==> src/rtl/sal_pkg.sv <==
package sal_pkg;

  localparam int FUNC_W = 2;
  localparam int SYM_W  = 8;
  localparam int IDX_W  = 11;
  localparam int STS_W  = 2;
  localparam int LCP_W  = 10;
  localparam int ALIM_W = 9;

  localparam logic [FUNC_W-1:0] FUNC_APPEND = 2'd0;
  localparam logic [FUNC_W-1:0] FUNC_BUILD  = 2'd1;
  localparam logic [FUNC_W-1:0] FUNC_READ   = 2'd2;
  localparam logic [FUNC_W-1:0] FUNC_UNUSED = 2'd3;

  localparam logic [STS_W-1:0] STS_OK      = 2'd0;
  localparam logic [STS_W-1:0] STS_FULL    = 2'd1;
  localparam logic [STS_W-1:0] STS_BAD_SYM = 2'd2;
  localparam logic [STS_W-1:0] STS_BAD_IDX = 2'd3;

  localparam logic [ALIM_W-1:0] ALIM_RESET = 9'd256;
  localparam logic              REG_ALIM   = 1'b0;

  typedef enum logic [33:0] {
    OP_IDLE    = 34'd1 << 0,
    OP_RDWAIT  = 34'd1 << 1,
    OP_INIT_RD = 34'd1 << 2,
    OP_INIT_WR = 34'd1 << 3,
    OP_YA      = 34'd1 << 4,
    OP_YB_RD   = 34'd1 << 5,
    OP_YB_WR   = 34'd1 << 6,
    OP_CLR     = 34'd1 << 7,
    OP_H_RDX   = 34'd1 << 8,
    OP_H_RDC   = 34'd1 << 9,
    OP_H_WR    = 34'd1 << 10,
    OP_P_RD    = 34'd1 << 11,
    OP_P_WR    = 34'd1 << 12,
    OP_S_RDY   = 34'd1 << 13,
    OP_S_RDX   = 34'd1 << 14,
    OP_S_RDC   = 34'd1 << 15,
    OP_S_WR    = 34'd1 << 16,
    OP_R_RD0   = 34'd1 << 17,
    OP_R_WR0   = 34'd1 << 18,
    OP_C_RDS   = 34'd1 << 19,
    OP_C_RDA   = 34'd1 << 20,
    OP_C_RDB   = 34'd1 << 21,
    OP_C_RDAJ  = 34'd1 << 22,
    OP_C_RDBJ  = 34'd1 << 23,
    OP_C_WR    = 34'd1 << 24,
    OP_F_RD    = 34'd1 << 25,
    OP_F_WR    = 34'd1 << 26,
    OP_L_START = 34'd1 << 27,
    OP_L_RDR   = 34'd1 << 28,
    OP_L_RDS   = 34'd1 << 29,
    OP_L_RDT1  = 34'd1 << 30,
    OP_L_RDT2  = 34'd1 << 31,
    OP_L_CMP   = 34'd1 << 32,
    OP_DONE    = 34'd1 << 33
  } sal_op_t;

  typedef struct packed {
    sal_op_t op;
    logic    in_ready;
  } sal_cmd_t;

  typedef struct packed {
    logic i_lt_n;
    logic i_lt_j;
    logic i_last_ts;
    logic i_zero;
    logic p_eq_n;
    logic rank_zero;
    logic match;
    logic i1_lt_n;
    logic rd_go;
    logic build_go;
    logic out_free;
  } sal_stat_t;

endpackage

==> src/rtl/sal_ctrl.sv <==
module sal_ctrl (
  input  logic               clk,
  input  logic               rst_n,
  input  sal_pkg::sal_stat_t stat,
  output sal_pkg::sal_cmd_t  cmd
);
  import sal_pkg::*;

  sal_op_t state_r, state_nxt;

  always_ff @(posedge clk) begin
    if (!rst_n) begin
      state_r <= OP_IDLE;
    end else begin
      state_r <= state_nxt;
    end
  end

  always_comb begin
    state_nxt = state_r;
    case (state_r)
      OP_IDLE: begin
        if (stat.build_go) state_nxt = OP_INIT_RD;
        else if (stat.rd_go) state_nxt = OP_RDWAIT;
      end
      OP_RDWAIT:  state_nxt = OP_IDLE;
      OP_INIT_RD: state_nxt = stat.i_lt_n ? OP_INIT_WR : OP_YA;
      OP_INIT_WR: state_nxt = OP_INIT_RD;
      OP_YA:      state_nxt = stat.i_lt_j ? OP_YA : OP_YB_RD;
      OP_YB_RD:   state_nxt = stat.i_lt_n ? OP_YB_WR : OP_CLR;
      OP_YB_WR:   state_nxt = OP_YB_RD;
      OP_CLR:     state_nxt = stat.i_last_ts ? OP_H_RDX : OP_CLR;
      OP_H_RDX:   state_nxt = stat.i_lt_n ? OP_H_RDC : OP_P_RD;
      OP_H_RDC:   state_nxt = OP_H_WR;
      OP_H_WR:    state_nxt = OP_H_RDX;
      OP_P_RD:    state_nxt = OP_P_WR;
      OP_P_WR:    state_nxt = stat.i_last_ts ? OP_S_RDY : OP_P_RD;
      OP_S_RDY:   state_nxt = OP_S_RDX;
      OP_S_RDX:   state_nxt = OP_S_RDC;
      OP_S_RDC:   state_nxt = OP_S_WR;
      OP_S_WR:    state_nxt = stat.i_zero ? OP_R_RD0 : OP_S_RDY;
      OP_R_RD0:   state_nxt = OP_R_WR0;
      OP_R_WR0:   state_nxt = OP_C_RDS;
      OP_C_RDS: begin
        if (stat.i_lt_n) state_nxt = OP_C_RDA;
        else if (stat.p_eq_n) state_nxt = OP_F_RD;
        else state_nxt = OP_YA;
      end
      OP_C_RDA:   state_nxt = OP_C_RDB;
      OP_C_RDB:   state_nxt = OP_C_RDAJ;
      OP_C_RDAJ:  state_nxt = OP_C_RDBJ;
      OP_C_RDBJ:  state_nxt = OP_C_WR;
      OP_C_WR:    state_nxt = OP_C_RDS;
      OP_F_RD:    state_nxt = stat.i_lt_n ? OP_F_WR : OP_L_START;
      OP_F_WR:    state_nxt = OP_F_RD;
      OP_L_START: state_nxt = OP_L_RDR;
      OP_L_RDR:   state_nxt = stat.i1_lt_n ? OP_L_RDS : OP_DONE;
      OP_L_RDS:   state_nxt = stat.rank_zero ? OP_L_RDR : OP_L_RDT1;
      OP_L_RDT1:  state_nxt = OP_L_RDT2;
      OP_L_RDT2:  state_nxt = OP_L_CMP;
      OP_L_CMP:   state_nxt = stat.match ? OP_L_RDT1 : OP_L_RDR;
      OP_DONE:    state_nxt = OP_IDLE;
      default:    state_nxt = OP_IDLE;
    endcase
  end

  assign cmd.op       = state_r;
  assign cmd.in_ready = (state_r == OP_IDLE) && stat.out_free;

endmodule

==> config.mk <==
export PLATFORM = sky130hd
export DESIGN_NAME = sal_ctrl
export DESIGN_NICKNAME = d
export VERILOG_FILES = /design/src/rtl/sal_pkg.sv /design/src/rtl/sal_ctrl.sv
export SDC_FILE = /design/constraint.sdc
export NUM_CORES = 1
export LEC_CHECK = 0
export BUFFER_PORTS_ARGS = -buffer_cell sky130_fd_sc_hd__buf_2
export CAP_MARGIN = 20
export CORE_ASPECT_RATIO = 0.5
export CORE_UTILIZATION = 35
export DETAILED_ROUTE_END_ITERATION = 10
export SLEW_MARGIN = 20
export SYNTH_ARGS = -nofsm -noshare
export SYNTH_HDL_FRONTEND = slang
export SYNTH_SLANG_ARGS = --single-unit
==> constraint.sdc <==
create_clock -name clk -period 3.91 [get_ports clk]
set_input_delay 0.782 -clock clk [delete_from_list [all_inputs] [get_ports clk]]
set_output_delay 0.782 -clock clk [all_outputs]
set_load 0.05 [all_outputs]
==> flow_metrics.py, run 1 <==
metrics = {
    "status": {
        "status": "finished, final reports clean",
    },
    "run": {
        "maxCapViolCount": 0,
    },
    "grt": {
        "grt_antenna_before_repair": 0,
        "grt_pass1_wl_um": 8100,
        "grtUsageTotal": 0.191,
        "grt_max_degree": 14,
        "grt_pass1_vias": 1548,
        "grt_overflow": 0,
    },
    "cells_and_area": {
        "final_common_cell": "buf_2",
        "fin_util": 0.445,
        "diodes": 0,
        "nets": 287,
        "layout_common_cells": "47 x buf_2, 34 x dfxtp_1, 30 x nor2_1",
        "layout-drive-gt1-share": 0.255,
        "syn_to_final_growth_pct": 19.9,
        "top_register": "state_r",
        "final.fill_count": 532,
        "reg.largest.list": "state_r (34)",
        "largest_register_ff_count": 34,
        "multi_input_area_um2": 1120,
        "regArea_um2": 681,
    },
    "sta": {
        "setup_viol_count_final": 0,
        "tightest_slew_ns": 0.945,
        "period_needed_ns": 3.58,
        "relSlewSlack": 0.364,
        "timing.fmax_ghz": 0.279,
        "min_period_over_period": 0.917,
        "hold_violations": 0,
        "rsz0062_at_grt": "false",
        "tns_ns": 0,
        "drv_slew": 0,
        "fin_worst_skew_ns": 0.00314,
    },
    "placed_design": {
        "io_buffers": 47,
        "dp_hpwl_um": 4060,
        "gp_congestion": 0.953,
    },
    "synthesis": {
        "synth_edf_count": 0,
        "async_flop_share": 0,
        "ys_warn_count": 0,
        "syn-num-nets": 238,
        "syn_avg_cell_area_um2": 8.32,
        "synthFlopType": "dfxtp_1",
        "syn_inst": 225,
        "yosysSeqAreaShare": 0.364,
        "ys_ff_latch": 34,
        "ys_types": 43,
        "syn_area_um2": 1870,
    },
    "die": {
        "die_h_um": 53.7,
        "dieArea_um2": 5660,
        "die_width_um": 105,
        "coreArea_um2": 5040,
        "rows": 18,
        "start_util": 0.371,
        "boundaryPins": 48,
    },
    "power_and_ir_drop": {
        "p_int_uw": 509,
        "power_frac_clock": 0.344,
        "peakVddDrop_v": 0.000154,
        "p_leak_nw": 0.958,
        "combPwrFrac": 0.158,
        "cellPowerDensity_nw_per_um2": 317,
        "seqPwrFrac": 0.498,
        "p_switching_uw": 203,
        "switching_share": 0.286,
    },
    "setup_path": {
        "cp_top_family": "simple AND/OR/NAND/NOR gates",
        "end_kind": "output pin",
        "critical-path-max-stage-delay_ns": 0.60,
        "crit_path_cell_trace": "or4_4, nor4_4, nand3_2, or4b_4, nor2_1, buf_2",
        "path_class": "reg2out",
        "required_ns": 3.13,
        "critPathMaxFanout": 8,
        "crit_path_top_delay_cell": "or4b_4",
        "cp.arrival_ns": 2.80,
        "startpoint_type": "flop",
        "crit_buf_inv": 1,
    },
    "worst_hold_path": {
        "hold_path_class": "reg2reg",
    },
    "route": {
        "route.detailed.drc": 0,
        "vias": 1905,
        "wirelength_um": 5290,
        "first_pass_iters": 4,
        "post_drt_wl_per_cell_um": 15.4,
        "first_iter_violations": 126,
        "ant_nets": 0,
        "vias_per_cell": 5.54,
    },
    "clock_network": {
        "clkTransAtPathRegs_ns": 0.07,
        "ctsHoldBuffers": 0,
        "clock_latency_ns": 0.28,
        "h-tree-depth": 2,
        "postCtsSetupBuffers": 0,
        "cts_resized": 0,
        "clock-sinks": 34,
        "cts_tree": "yes",
        "clock_path_buffers": 2,
        "cts-root-buf": "clkbuf_8",
        "cts_made_buffers": 5,
    },
}
## path summary, 6_finish.rpt
path | to | slack (ns) | startpoint | cells after the start
worst min-delay path | state_r[22]$_SDFFE_PN0P_ | 0.51 | state_r[21]$_SDFFE_PN0P_ | 2
worst max register to register | state_r[18]$_SDFFE_PN0P_ | 0.77 | state_r[30]$_SDFFE_PN0P_ | 7
worst max-delay path | cmd[0] | 0.33 | state_r[30]$_SDFFE_PN0P_ | 6
worst min register to register | state_r[22]$_SDFFE_PN0P_ | 0.51 | state_r[21]$_SDFFE_PN0P_ | 2
## layer usage
layer  vias to the layer above  track usage  wire length [µm]
li1                        960            -                 -
met1                       882        0.281              2720
met2                        57        0.264              2080
met3                         6       0.0521               425
met4                         0       0.0587                66
met5                         -            0                 0
## cell families after synthesis
logic type / share of synthesized area
buffers and inverters: 0.0361
muxes: 0.0107
xor gates and xnor gates: 0.0421
DFF: 0.364
AOI/OAI and AO/OA: 0.116
and+or+nand+nor: 0.432
## through the flow
| step | power, mW | setup slack, ns | hold WS [ns] | cells | area [µm²] |
|---|---|---|---|---|---|
| 2_1_floorplan | 0.440 | 0.220 | 0.703 | 225 | 1870 |
| 3_3_place_gp | 0.474 | 0.677 | 0.486 | 337 | 2170 |
| 3_5_place_dp | 0.474 | 0.632 | 0.491 | 337 | 2170 |
| 4_1_cts | 0.716 | 0.323 | 0.503 | 344 | 2240 |
| 5_1_grt | 0.747 | 0.193 | 0.550 | 344 | 2240 |
| 6_report | 0.712 | 0.326 | 0.508 | 344 | 2240 |
## cell type report
class                           count  area share
Multi-Input combinational cell    177       0.501
Inverter                            7      0.0117
Clock buffer                        7      0.0340
Sequential cell                    34       0.303
Tap cell                           70      0.0390
Timing Repair Buffer               49       0.111
## worst reg2reg max path, delay by kind of cell (launching register included)
kind	cells	cell delay [ns]
AND/OR/NAND/NOR	5	1.87
AO/OA/AOI/OAI	1	0.47
buffers and inverters	1	0.30
flip-flops	1	0.38
## power groups by stage
stage	registers, mW	logic [mW]	clock network (mW)
2_1_floorplan	0.374	0.0662	0
3_3_place_gp	0.362	0.112	0
3_5_place_dp	0.363	0.111	0
4_1_cts	0.355	0.112	0.249
5_1_grt	0.356	0.123	0.268
6_report	0.355	0.112	0.245
## Yosys cell counts (2+ instances only)
master | n | share of area
nor2_1 | 30 | 0.060
nand4_1 | 5 | 0.017
or4_1 | 5 | 0.020
a21oi_1 | 6 | 0.016
buf_6 | 2 | 0.012
inv_1 | 7 | 0.014
o21ai_0 | 13 | 0.035
nand3b_1 | 6 | 0.024
or3_1 | 4 | 0.013
nor3b_1 | 2 | 0.0080
xor2_1 | 4 | 0.019
and3_1 | 3 | 0.010
dfxtp_1 | 34 | 0.36
o31a_1 | 2 | 0.0094
or4b_2 | 5 | 0.027
o22ai_1 | 2 | 0.0067
or4_4 | 5 | 0.030
nor4b_1 | 4 | 0.019
nor4_1 | 20 | 0.067
nand3_1 | 7 | 0.019
nand2_1 | 14 | 0.028
clkbuf_1 | 5 | 0.010
xnor2_1 | 5 | 0.023
nor3_1 | 15 | 0.040
mux2i_1 | 2 | 0.011
(Power assumes the default switching activity.)
==> run 2: changes to the inputs <==
Settings changed: ABC_AREA set to 1.
==> flow_metrics.py, run 2 <==
metrics = {
    "status": {
        "status": "finished, final reports clean",
    },
    "cells_and_area": {
        "final.fill_count": 609,
        "diodes": 0,
        "multi_input_area_um2": 1210,
        "final_common_cell": "nand2_1",
        "fin_cells": 489,
        "layout_common_cells": "78 x nand2_1, 64 x inv_1, 55 x nor2_1",
        "top_register": "state_r",
        "regArea_um2": 681,
        "syn_to_final_growth_pct": 21.7,
        "largest_register_ff_count": 34,
        "fin_util": 0.461,
        "reg.largest.list": "state_r (34)",
        "layout-drive-gt1-share": 0.217,
        "final_area_um2": 2640,
        "nets": 417,
    },
    "sta": {
        "setup_viol_count_final": 0,
        "whs_ns": 0.533,
        "timing.fmax_ghz": 0.377,
        "rsz0062_at_grt": "false",
        "drv_slew": 0,
        "period_needed_ns": 2.65,
        "fin_worst_skew_ns": 0.00755,
        "hold_violations": 0,
        "setup_ws_ns": 1.26,
        "tightest_slew_ns": 0.679,
        "min_period_over_period": 0.678,
        "tns_ns": 0,
        "relSlewSlack": 0.547,
    },
    "synthesis": {
        "synth_common_cells": "78 x nand2_1, 64 x inv_1, 55 x nor2_1, 45 x nand3_1, 34 x dfxtp_1",
        "synth_top_area_frac": 0.314,
        "async_flop_share": 0,
        "syn-num-nets": 367,
        "syn_avg_cell_area_um2": 6.13,
        "yosysMostFrequentCell": "nand2_1",
        "synth_edf_count": 0,
        "yosysSeqAreaShare": 0.314,
        "syn_area_um2": 2170,
        "synthFlopType": "dfxtp_1",
        "synth.area.top_cells": "dfxtp_1 31%, nand2_1 14%, inv_1 11%",
        "syn_inst": 354,
        "ys_types": 27,
        "yosysTopAreaCell": "dfxtp_1",
        "ys_warn_count": 0,
        "ys_ff_latch": 34,
    },
    "clock_network": {
        "clock_path_buffers": 2,
        "cts-root-buf": "clkbuf_16",
        "clkTransAtPathRegs_ns": 0.06,
        "clock-sinks": 34,
        "cts_tree": "yes",
        "ctsHoldBuffers": 0,
        "postCtsSetupBuffers": 0,
        "cts_resized": 0,
        "clock_latency_ns": 0.28,
        "h-tree-depth": 2,
        "cts_made_buffers": 5,
    },
    "setup_path": {
        "path_class": "reg2out",
        "cp.arrival_ns": 1.87,
        "required_ns": 3.13,
        "end_kind": "output pin",
        "startpoint_type": "flop",
        "critPathMaxFanout": 7,
    },
    "placed_design": {
        "dp_slack_ns": 1.58,
        "post_dp_cell_area_um2": 2490,
        "gp_congestion": 0.957,
        "io_buffers": 47,
        "placed_cells": 481,
        "dp_hpwl_um": 4920,
    },
    "die": {
        "coreArea_um2": 5730,
        "die_width_um": 113,
        "rows": 19,
        "die_h_um": 57.7,
        "boundaryPins": 48,
        "start_util": 0.378,
        "dieArea_um2": 6530,
    },
    "route": {
        "vias": 2363,
        "wirelength_um": 6260,
        "first_iter_violations": 209,
        "route.detailed.drc": 0,
        "first_pass_iters": 6,
        "post_drt_wl_per_cell_um": 12.8,
        "ant_nets": 0,
        "vias_per_cell": 4.83,
    },
    "grt": {
        "grt_overflow": 0,
        "grt_max_degree": 24,
        "grtUsageTotal": 0.209,
        "grt_pass1_wl_um": 10500,
        "grt_pass1_vias": 2185,
        "grt_antenna_before_repair": 0,
    },
    "power_and_ir_drop": {
        "power_mw": 1.37,
        "p_leak_nw": 1.54,
        "cellPowerDensity_nw_per_um2": 520,
        "peakVddDrop_v": 0.000254,
    },
    "worst_hold_path": {
        "hold_path_class": "reg2reg",
    },
    "run": {
        "maxCapViolCount": 0,
    },
}
run 2: critical path, cell delays in order (launching register included):
cell     delay, ns
dfxtp_1       0.34
nor2_2        0.19
nand2_1       0.13
nor2_4        0.23
nand2_2       0.07
nor2_2        0.11
nand2_1       0.13
nor2_1        0.11
buf_2         0.26
run 2: path summary, 6_finish.rpt:
| path | from | endpoint | slack [ns] | cells past startpoint |
|---|---|---|---|---|
| worst max-delay path | state_r[10]$_SDFFE_PN0P_ | cmd[0] | 1.26 | 8 |
| worst min-delay path | state_r[1]$_SDFFE_PN0P_ | state_r[1]$_SDFFE_PN0P_ | 0.53 | 2 |
| worst max register to register | state_r[10]$_SDFFE_PN0P_ | state_r[3]$_SDFFE_PN0P_ | 1.64 | 8 |
| worst min register to register | state_r[1]$_SDFFE_PN0P_ | state_r[1]$_SDFFE_PN0P_ | 0.53 | 2 |
run 2: where the power goes:
part           internal [mW]  leakage (nW)  switching [mW]
sequential             0.369         0.275          0.0212
combinational          0.147          1.20           0.435
clock                  0.252        0.0739           0.147
run 2: cell type report:
class / instances / share of cell area
Clock buffer: 7 / 0.0541
Inverter: 68 / 0.0967
Multi-Input combinational cell: 248 / 0.460
Sequential cell: 34 / 0.258
Timing Repair Buffer: 47 / 0.0891
Tap cell: 84 / 0.0398
Clock inverter: 1 / 0.00190
run 2: logic make-up after synthesis:
group                  share of synthesized area
DFF                                        0.314
buffers and inverters                      0.126
and+or+nand+nor                            0.517
AOI/OAI and AO/OA                         0.0433
run 2: per-layer routing:
metal  vias up  track usage  wire length [µm]
met5         -            0                 0
met4         0       0.0714                80
met3         9       0.0460               502
met2        97        0.303              2520
met1      1054        0.306              3160
li1       1203            -                 -
