`src/rtl/sal_pkg.sv`:
```
package sal_pkg;

  localparam int FUNC_W = 2;
  localparam int SYM_W  = 8;
  localparam int IDX_W  = 11;
  localparam int STS_W  = 2;
  localparam int LCP_W  = 10;
  localparam int ALIM_W = 9;

  localparam logic [FUNC_W-1:0] FUNC_APPEND = 2'd0;
  localparam logic [FUNC_W-1:0] FUNC_BUILD  = 2'd1;
  localparam logic [FUNC_W-1:0] FUNC_READ   = 2'd2;
  localparam logic [FUNC_W-1:0] FUNC_UNUSED = 2'd3;

  localparam logic [STS_W-1:0] STS_OK      = 2'd0;
  localparam logic [STS_W-1:0] STS_FULL    = 2'd1;
  localparam logic [STS_W-1:0] STS_BAD_SYM = 2'd2;
  localparam logic [STS_W-1:0] STS_BAD_IDX = 2'd3;

  localparam logic [ALIM_W-1:0] ALIM_RESET = 9'd256;
  localparam logic              REG_ALIM   = 1'b0;

  typedef enum logic [33:0] {
    OP_IDLE    = 34'd1 << 0,
    OP_RDWAIT  = 34'd1 << 1,
    OP_INIT_RD = 34'd1 << 2,
    OP_INIT_WR = 34'd1 << 3,
    OP_YA      = 34'd1 << 4,
    OP_YB_RD   = 34'd1 << 5,
    OP_YB_WR   = 34'd1 << 6,
    OP_CLR     = 34'd1 << 7,
    OP_H_RDX   = 34'd1 << 8,
    OP_H_RDC   = 34'd1 << 9,
    OP_H_WR    = 34'd1 << 10,
    OP_P_RD    = 34'd1 << 11,
    OP_P_WR    = 34'd1 << 12,
    OP_S_RDY   = 34'd1 << 13,
    OP_S_RDX   = 34'd1 << 14,
    OP_S_RDC   = 34'd1 << 15,
    OP_S_WR    = 34'd1 << 16,
    OP_R_RD0   = 34'd1 << 17,
    OP_R_WR0   = 34'd1 << 18,
    OP_C_RDS   = 34'd1 << 19,
    OP_C_RDA   = 34'd1 << 20,
    OP_C_RDB   = 34'd1 << 21,
    OP_C_RDAJ  = 34'd1 << 22,
    OP_C_RDBJ  = 34'd1 << 23,
    OP_C_WR    = 34'd1 << 24,
    OP_F_RD    = 34'd1 << 25,
    OP_F_WR    = 34'd1 << 26,
    OP_L_START = 34'd1 << 27,
    OP_L_RDR   = 34'd1 << 28,
    OP_L_RDS   = 34'd1 << 29,
    OP_L_RDT1  = 34'd1 << 30,
    OP_L_RDT2  = 34'd1 << 31,
    OP_L_CMP   = 34'd1 << 32,
    OP_DONE    = 34'd1 << 33
  } sal_op_t;

  typedef struct packed {
    sal_op_t op;
    logic    in_ready;
  } sal_cmd_t;

  typedef struct packed {
    logic i_lt_n;
    logic i_lt_j;
    logic i_last_ts;
    logic i_zero;
    logic p_eq_n;
    logic rank_zero;
    logic match;
    logic i1_lt_n;
    logic rd_go;
    logic build_go;
    logic out_free;
  } sal_stat_t;

endpackage

```
`src/rtl/sal_cfg.sv`:
```
module sal_cfg (
  input  logic                       clk,
  input  logic                       rst_n,
  input  logic                       cfg_psel,
  input  logic                       cfg_penable,
  input  logic                       cfg_pwrite,
  input  logic [2:0]                 cfg_paddr,
  input  logic [31:0]                cfg_pwdata,
  output logic [31:0]                cfg_prdata,
  output logic                       cfg_pready,
  output logic [sal_pkg::ALIM_W-1:0] alim
);
  import sal_pkg::*;

  logic [ALIM_W-1:0] alim_r;
  logic              wr_en;

  assign cfg_pready = 1'b1;
  assign wr_en = cfg_psel && cfg_penable && cfg_pwrite && cfg_pready;

  always_ff @(posedge clk) begin
    if (!rst_n) begin
      alim_r <= ALIM_RESET;
    end else if (wr_en && cfg_paddr[2] == REG_ALIM) begin
      alim_r <= cfg_pwdata[ALIM_W-1:0];
    end
  end

  always_comb begin
    cfg_prdata = '0;
    if (cfg_paddr[2] == REG_ALIM) begin
      cfg_prdata = {{(32-ALIM_W){1'b0}}, alim_r};
    end
  end

  assign alim = alim_r;

endmodule

```
`config.mk`:
```
export PLATFORM = sky130hd
export DESIGN_NAME = sal_cfg
export DESIGN_NICKNAME = d
export VERILOG_FILES = /design/src/rtl/sal_pkg.sv /design/src/rtl/sal_cfg.sv
export SDC_FILE = /design/constraint.sdc
export NUM_CORES = 1
export LEC_CHECK = 0
export BUFFER_PORTS_ARGS = -buffer_cell sky130_fd_sc_hd__buf_2
export CAP_MARGIN = 20
export CORE_MARGIN = 4
export CORE_UTILIZATION = 31
export DETAILED_ROUTE_END_ITERATION = 6
export HOLD_SLACK_MARGIN = 0.1
export PLACE_DENSITY = 0.83
export SLEW_MARGIN = 10
export SYNTH_ARGS = -nofsm -noshare
export SYNTH_HDL_FRONTEND = slang
export SYNTH_SLANG_ARGS = --single-unit
```
`constraint.sdc`:
```
create_clock -name clk -period 0.85 [get_ports clk]
set_input_delay 0.085 -clock clk [delete_from_list [all_inputs] [get_ports clk]]
set_output_delay 0.085 -clock clk [all_outputs]
set_load 0.01 [all_outputs]
```
==> flow_metrics.py, run 1 <==
metrics = {
    "cells_and_area": {
        "largest_reg_flops": 9,
        "fillCellCount": 189,
        "nNetsFinal": 168,
        "drive_gt1_share_pct": 51.97,
        "instances_no_fill": 154,
        "area_growth_pct": 69.67,
        "n_antenna_cell": 0,
    },
    "die": {
        "io_pins": 82,
        "dieArea_um2": 2853,
        "start_util_pct": 32.59,
        "die_w_um": 53.42,
        "die_h_um": 53.42,
        "core-area_um2": 1962,
        "rows": 16,
    },
    "pwr": {
        "p_clk_share_pct": 32.5,
        "switching_share_pct": 27.14,
        "leakagePower_nw": 0.5537,
        "internal_power_mw": 0.7450,
        "irDropWorstVdd_mv": 0.6606,
        "comb_power_share_pct": 24.7,
        "pwr-share-seq_pct": 42.8,
        "power_density_nw_per_um2": 942.6,
        "total_switching_power_mw": 0.2776,
    },
    "setup_path": {
        "crit_fanout": 2,
        "cp.depth": 2,
        "r2r_setup_slack_ns": 0.09,
        "arrival_ns": 0.89,
        "crit_required_ns": 0.76,
        "critPathKind": "register to primary output",
        "r2r-end": "alim[5]$_SDFFE_PN0P_",
        "r2r-start": "alim[5]$_SDFFE_PN0P_",
        "ff2ff_path_depth": 4,
        "critical_path.slowest_cell": "dfxtp_2",
        "cp-start-kind": "register",
        "critPathMaxStageDelay_ns": 0.32,
        "critPathTopFamily": "flip-flops",
        "worstPathCellList": "and2b_2, buf_6",
        "path_buf_inv": 1,
        "setup.worst_path.end_class": "primary output",
    },
    "synthesis": {
        "synth-seq-cells": 9,
        "ys_types": 11,
        "syn_area_per_cell_um2": 8.525,
        "postSynthCellCount": 75,
        "yosysWarnings": 0,
        "synthMuxAreaShare_pct": 14.09,
        "yosys.area_share.simple_pct": 25.24,
        "synth-adder-area-share_pct": 0,
        "yosysSeqAreaShare_pct": 28.18,
        "synth_compound_area_share_pct": 0,
        "synth-xor-area-share_pct": 0,
        "syn_area_um2": 639.4,
        "synth_top_family_by_area": "buffers and inverters",
    },
    "sta": {
        "finalSetupViolCount": 17,
        "final.setup.worst_slack_ns": -0.1235,
        "whs_ns": 0.1050,
        "period_share_pct": 114.5,
        "max_freq_mhz": 1027,
        "min_period_ns": 0.9735,
        "rsz0062_at_grt": "true",
        "tns_ns": -1.320,
        "skew_ns": 0,
        "drv_slew": 0,
        "finalHoldViolations": 0,
    },
    "route": {
        "drc": 0,
        "drt-vias-per-instance": 3.844,
        "finalWirelength_mm": 1.643,
        "num_vias": 592,
        "drt-pass1-iter-count": 2,
        "wl_per_cell_um": 10.67,
        "antenna_left": 0,
        "drt_iter0_drc": 1,
    },
    "run": {
        "drv_cap": 0,
    },
    "clocking": {
        "cts-buffers-inserted": 3,
        "cts_root_buffer": "clkbuf_4",
        "clk_pin_slew_ns": 0.06,
        "clk_latency_ns": 0.26,
        "clockBufferDepth": 2,
        "cts.sink_count": 9,
        "cts_tree": "yes",
        "htree_num_levels": 1,
    },
    "global_route": {
        "gr-usage-met3_pct": 5.352,
        "grt_overflow": 0,
        "track_usage_pct": 11.87,
        "grt_pass1_wl_mm": 2.401,
        "gr-usage-met2_pct": 24.29,
        "grt_use_met1_pct": 10.07,
        "antenna_found_initial": 0,
        "grt_pass1_vias": 557,
        "grt_max_degree": 15,
        "grt_busiest_layer": "met2",
    },
    "placed_design": {
        "io_buffers": 32,
        "place_ws_ns": -0.03500,
        "routabilityCongestion": 0.6263,
        "dp_cells": 132,
        "post-dp-hpwl_mm": 1.127,
    },
    "worst_hold_path": {
        "hold_path_depth": 3,
        "min_from": "cfg_pwdata[8]",
        "hp-class": "primary input to register",
        "hold_end": "alim[8]$_SDFFE_PN1P_",
    },
    "status": {
        "violations": "setup timing",
        "status": "finished with violations",
    },
}
==> worst max path at each step <==
stage	slack, ns	endpoint	startpoint
final	-0.12	cfg_prdata[0]	alim[0]$_SDFFE_PN0P_
after global routing	-0.16	cfg_prdata[6]	alim[6]$_SDFFE_PN0P_
after CTS	-0.13	cfg_prdata[3]	alim[3]$_SDFFE_PN0P_
after detailed placement	-0.04	alim[2]$_SDFFE_PN0P_	cfg_paddr[2]
after global placement	-0.01	alim[0]$_SDFFE_PN0P_	cfg_paddr[2]
after floorplan	0.1	alim[1]$_SDFFE_PN0P_	rst_n
==> per-stage QoR <==
stage / utilization [%] / power (mW) / instance area [um2]
after CTS: 54.15 / 1.033 / 1062
after detailed placement: 38.90 / 0.6273 / 763.2
final: 55.29 / 1.023 / 1085
after global routing: 55.29 / 1.092 / 1085
after global placement: 38.90 / 0.6213 / 763.2
after floorplan: - / 0.6337 / 721.9
==> power by group through the flow <==
stage               sequential, mW  clock, mW  combinational, mW
global placement             0.446          0              0.176
detailed placement           0.446          0              0.181
finish                       0.438      0.332              0.253
global route                 0.439      0.376              0.278
CTS                          0.437      0.349              0.247
floorplan                    0.451          0              0.183
==> worst reg2reg max path: stages, from the launching register on <==
cell and delay [ns]:
dfxtp_2 0.32, buf_6 0.11, buf_4 0.12, nand2_1 0.05
mux2i_1 0.05
==> cells in the final DEF (no fill, tap or decap), drive strengths merged <==
cell and instances:
clkbuf 4, dlygate4sd3 8, mux2i 9, nand2 16, and4b 1, buf 45
nor2b 2, conb 24, dfxtp 9, and2b 9
==> synthesized netlist by cell type <==
cell	instances	share of area (%)
buf_4	24	28
nand2_1	16	9.4
and2b_2	9	12
dfxtp_1	9	28
mux2i_1	9	14
conb_1	2	1.2
nor2b_1	2	2.0
and4b_1	1	1.6
buf_2	1	0.78
buf_6	1	1.8
clkbuf_1	1	0.59
==> timing repair <==
item,4_1_cts,5_1_grt
endpoints found under the setup margin,9,17
buffers inserted,8,2
gates resized for setup,30,2
hold buffers,8,0
hold endpoints to repair,8,0
pin swaps,0,0
==> routing by layer <==
layer | vias to the layer above | share of wire [%]
li1 | 291 | -
met1 | 270 | 31
met2 | 31 | 58
met3 | 0 | 10
met4 | 0 | 0
met5 | - | 0
==> cell type report <==
cell class                      count  area [um2]  share of cell area (%)
Timing Repair Buffer               53       491.7                   45.33
Sequential cell                     9       191.4                   17.65
Tap cell                           27       33.78                   3.114
Clock buffer                        4       26.28                   2.422
Multi-Input combinational cell     61       341.6                   31.49
==> cell families after synthesis <==
group         after synthesis
simple gates               28
buf+inv                    27
mux                         9
flops                       9
other cells                 2
Note: power is estimated with default switching activity, not from simulation.
==> inputs of run 2 (changes only) <==
--- a/config.mk
+++ b/config.mk
@@ -13,5 +13,4 @@
 export HOLD_SLACK_MARGIN = 0.1
 export PLACE_DENSITY = 0.83
-export SLEW_MARGIN = 10
 export SYNTH_ARGS = -nofsm -noshare
 export SYNTH_HDL_FRONTEND = slang
==> constraint.sdc (replaced) <==
create_clock -name clk -period 0.85 [get_ports clk]
set_input_delay 0.17 -clock clk [delete_from_list [all_inputs] [get_ports clk]]
set_output_delay 0.17 -clock clk [all_outputs]
set_load 0.01 [all_outputs]
==> run 2 against run 1 <==
Compared with the run above: non-clock buffer count is 7 lower; power is 2.4% lower; critical path type unchanged; the run still ends with setup timing left; flip-flop and latch count stayed put; combinational power is 9.1% lower; critical path depth stayed put; highest routed layer unchanged; cell count is 4.5% lower; core utilization is 2.8 points lower; sequential share of layout area is 0.94 points higher; largest power group unchanged.
==> flow_metrics.py, run 2 (synthesis results as in run 1) <==
metrics = {
    "sta": {
        "finalHoldViolations": 0,
        "max_freq_mhz": 944.7,
        "period_share_pct": 124.5,
        "tns_ns": -2.776,
        "final.setup.worst_slack_ns": -0.2085,
        "skew_ns": 0,
        "min_period_ns": 1.059,
        "whs_ns": 0.1470,
        "drv_slew": 0,
        "finalSetupViolCount": 18,
        "rsz0062_at_grt": "true",
    },
    "status": {
        "status": "finished with violations",
        "violations": "setup timing",
    },
    "setup_path": {
        "setup.worst_path.end_class": "primary output",
        "arrival_ns": 0.89,
        "critPathKind": "register to primary output",
        "crit_required_ns": 0.68,
        "crit_fanout": 3,
        "cp-start-kind": "register",
    },
    "global_route": {
        "grt_overflow": 0,
        "grt_pass1_wl_mm": 2.242,
        "antenna_found_initial": 0,
        "grt_busiest_layer": "met2",
        "track_usage_pct": 11.12,
        "grt_max_degree": 15,
        "grt_use_met1_pct": 9.228,
        "grt_pass1_vias": 527,
        "gr-usage-met2_pct": 22.45,
        "gr-usage-met3_pct": 5.634,
    },
    "pwr": {
        "finalPower_mw": 0.9979,
        "total_switching_power_mw": 0.2724,
        "comb_power_share_pct": 23.1,
        "switching_share_pct": 27.30,
        "irDropWorstVdd_mv": 0.7953,
        "internal_power_mw": 0.7255,
        "leakagePower_nw": 0.5314,
        "power_density_nw_per_um2": 969.1,
        "pwr-share-seq_pct": 43.9,
        "p_clk_share_pct": 33.0,
    },
    "cells_and_area": {
        "final_common_cell": "buf_6",
        "layout_common_cells": "buf_6, conb_1, nand2_1",
        "drive_gt1_share_pct": 56.67,
        "nNetsFinal": 161,
        "largest_reg_flops": 9,
        "instances_no_fill": 147,
        "area_growth_pct": 61.06,
        "n_antenna_cell": 0,
        "final_area_um2": 1030,
        "final_util_pct": 52.49,
    },
    "route": {
        "wl_per_cell_um": 10.94,
        "drc": 0,
        "antenna_left": 0,
        "drt-vias-per-instance": 3.803,
        "drt-pass1-iter-count": 2,
        "finalWirelength_mm": 1.608,
        "drt_iter0_drc": 2,
        "num_vias": 559,
    },
    "worst_hold_path": {
        "hp-class": "primary input to register",
    },
    "die": {
        "dieArea_um2": 2853,
        "io_pins": 82,
        "die_h_um": 53.42,
        "start_util_pct": 32.59,
        "die_w_um": 53.42,
        "core-area_um2": 1962,
        "rows": 16,
    },
    "clocking": {
        "clk_latency_ns": 0.25,
        "cts_tree": "yes",
        "clk_pin_slew_ns": 0.06,
        "cts.sink_count": 9,
        "cts_root_buffer": "clkbuf_4",
        "clockBufferDepth": 2,
        "cts-buffers-inserted": 3,
        "htree_num_levels": 1,
    },
    "placed_design": {
        "io_buffers": 32,
        "place_area_um2": 763.2,
        "routabilityCongestion": 0.6263,
        "place_ws_ns": -0.1200,
        "dp_cells": 132,
        "post-dp-hpwl_mm": 1.127,
    },
    "run": {
        "drv_cap": 0,
    },
}
[run 2: changes by cell type in the layout (fill, tap and decap cells not counted), sizes merged]
| cell | before | now |
|---|---|---|
| dlygate4sd3 | 8 | 0 |
| buf | 45 | 46 |
[run 2: worst paths after layout]
path,slack (ns),end,depth (start not counted),startpoint
worst max-delay path,-0.21,cfg_prdata[2],2,alim[2]$_SDFFE_PN0P_
worst max register to register,0.06,alim[8]$_SDFFE_PN1P_,4,alim[8]$_SDFFE_PN1P_
worst min register to register,0.48,alim[2]$_SDFFE_PN0P_,2,alim[2]$_SDFFE_PN0P_
worst min-delay path,0.15,alim[6]$_SDFFE_PN0P_,3,cfg_pwdata[6]
[run 2: what timing repair did]
item / CTS / global route
resized for setup: 30 / 6
buffers inserted: 9 / 2
hold buffers: 0 / 0
pin swaps: 0 / 0
endpoints found under the setup margin: 18 / 18
[run 2: power by group through the flow]
| stage | clock, mW | sequential (mW) | combinational [mW] |
|---|---|---|---|
| after floorplan | 0 | 0.451 | 0.183 |
| after global placement | 0 | 0.446 | 0.176 |
| after detailed placement | 0 | 0.446 | 0.181 |
| after CTS | 0.349 | 0.437 | 0.220 |
| after global routing | 0.377 | 0.439 | 0.252 |
| final | 0.330 | 0.438 | 0.230 |
[run 2: final cells by class]
type	count	area [um2]
fillers	200	932.1
repair buffers	46	429.2
multi-input cells	61	349.1
flip-flops and latches	9	191.4
well taps	27	33.78
clock buffers	4	26.28
[run 2: layer usage]
layer,wire (um),vias to the layer above
li1,-,275
met3,177,0
met1,506,253
met5,0,-
met4,0,0
met2,924,31
[run 2: worst max-delay path: stages, from the launching register on]
cell and delay [ns]:
dfxtp_2 0.33, and2b_2 0.19, buf_6 0.11
==> inputs of run 3 (changes only) <==
CELL_PAD_IN_SITES_DETAIL_PLACEMENT = 1   (was unset)
CELL_PAD_IN_SITES_GLOBAL_PLACEMENT = 1   (was unset)
CORE_UTILIZATION = 19   (was 31)
PLACE_DENSITY = 0.82   (was 0.83)
==> run 3 against run 2 <==
Compared with the run above: the run still ends with setup timing left; global-route usage down 2.7 points; first-iteration DRC count increased to 4.5 times the previous value; non-clock buffer count increased by 3; wire length rose by 11%; flip-flop and latch count stayed put; clock power grew 1%; worst setup slack worse by 0.0037 ns; cell count grew 14%; critical endpoint is now cfg_prdata[6].
==> flow_metrics.py, run 3 (synthesis results as in run 1) <==
metrics = {
    "status": {
        "status": "finished with violations",
        "violations": "setup timing",
    },
    "route": {
        "wl_per_cell_um": 10.64,
        "finalWirelength_mm": 1.777,
        "antenna_left": 0,
        "drt_iter0_drc": 9,
        "drt-vias-per-instance": 3.425,
        "drc": 0,
        "drt-pass1-iter-count": 2,
        "num_vias": 572,
    },
    "placed_design": {
        "place_ws_ns": -0.1858,
        "io_buffers": 32,
        "post-dp-hpwl_mm": 1.289,
        "routabilityCongestion": 0.6314,
    },
    "sta": {
        "period_share_pct": 125.0,
        "rsz0062_at_grt": "true",
        "drv_slew": 0,
        "finalSetupViolCount": 18,
        "tns_ns": -2.913,
        "final.setup.worst_slack_ns": -0.2122,
        "max_freq_mhz": 941.5,
        "skew_ns": 0,
        "min_period_ns": 1.062,
        "finalHoldViolations": 0,
    },
    "global_route": {
        "antenna_found_initial": 0,
        "grt_max_degree": 13,
        "track_usage_pct": 8.392,
        "grt_pass1_wl_mm": 2.718,
        "grt_overflow": 0,
        "grt_pass1_vias": 582,
    },
    "cells_and_area": {
        "fillCellCount": 379,
        "area_growth_pct": 68.49,
        "drive_gt1_share_pct": 58.54,
        "final_common_cell": "buf_6",
        "n_antenna_cell": 0,
        "layout_common_cells": "buf_6, conb_1, nand2_1",
        "nNetsFinal": 164,
        "final_util_pct": 34.44,
        "largest_reg_flops": 9,
    },
    "clocking": {
        "cts_tree": "yes",
        "clockBufferDepth": 2,
        "htree_num_levels": 1,
        "cts_root_buffer": "clkbuf_4",
        "cts-buffers-inserted": 3,
        "cts.sink_count": 9,
        "clk_latency_ns": 0.26,
        "clk_pin_slew_ns": 0.06,
    },
    "pwr": {
        "leakagePower_nw": 0.5444,
        "irDropWorstVdd_mv": 0.5737,
        "power_density_nw_per_um2": 937.7,
    },
    "setup_path": {
        "critical_path.slowest_cell": "dfxtp_2",
        "cp-start-kind": "register",
        "worstPathCellList": "and2b_2, buf_6",
        "critPathMaxStageDelay_ns": 0.32,
        "arrival_ns": 0.89,
        "critPathKind": "register to primary output",
        "crit_required_ns": 0.68,
        "critPathTopFamily": "flip-flops",
        "crit_fanout": 2,
        "path_buf_inv": 1,
        "setup.worst_path.end_class": "primary output",
    },
    "die": {
        "dieArea_um2": 4357,
        "die_w_um": 66.01,
        "rows": 20,
        "start_util_pct": 20.44,
        "core-area_um2": 3128,
        "die_h_um": 66.01,
        "io_pins": 82,
    },
    "worst_hold_path": {
        "hp-class": "primary input to register",
    },
    "run": {
        "drv_cap": 0,
    },
}
run 3: worst min-delay path, delay by kind of cell:
kind / cells / cell delay (ns)
simple gates: 1 / 0.04
mux: 1 / 0.05
buf+inv: 1 / 0.09
run 3: cell type report:
cell class	instances	area [um2]	area share, %
Timing Repair Buffer	49	459.2	42.62
Multi-Input combinational cell	61	345.3	32.06
Sequential cell	9	191.4	17.77
Tap cell	44	55.05	5.110
Clock buffer	4	26.28	2.439
run 3: per-layer routing:
| layer | wire, um | track usage (%) | vias up |
|---|---|---|---|
| met2 | 960 | 15.89 | 33 |
| met4 | 0 | 0 | 0 |
| met3 | 201 | 4.762 | 0 |
| li1 | - | - | 282 |
| met1 | 615 | 8.444 | 257 |
| met5 | 0 | 0 | - |
run 3: worst paths after layout:
kind | slack (ns) | to | startpoint | depth (start not counted)
setup / recovery | -0.21 | cfg_prdata[6] | alim[6]$_SDFFE_PN0P_ | 2
hold / removal | 0.14 | alim[2]$_SDFFE_PN0P_ | cfg_pwdata[2] | 3
hold reg to reg | 0.57 | alim[3]$_SDFFE_PN0P_ | alim[3]$_SDFFE_PN0P_ | 3
setup reg to reg | 0.01 | alim[5]$_SDFFE_PN0P_ | alim[5]$_SDFFE_PN0P_ | 5
run 3: through the flow:
step	hold slack [ns]	total power [mW]	cell area, um2	std cells
6_report	0.1419	1.010	1077	167
2_1_floorplan	0.3121	0.6337	721.9	97
3_5_place_dp	0.4250	0.6347	807.0	152
5_1_grt	0.1479	1.078	1077	167
3_3_place_gp	0.4211	0.6327	807.0	152
4_1_cts	0.1363	1.018	1025	165
run 3: power by group:
part	internal, mW	switching (mW)
Sequential	0.433	0.00543
Clock	0.181	0.153
Combinational	0.117	0.121
run 3: repair_timing:
action | CTS | global route
cloned | 0 | 0
setup endpoints to repair | 18 | 19
gates resized for setup | 27 | 11
buffers inserted | 9 | 2
endpoints found under the hold margin | 0 | 0
hold buffers | 0 | 0
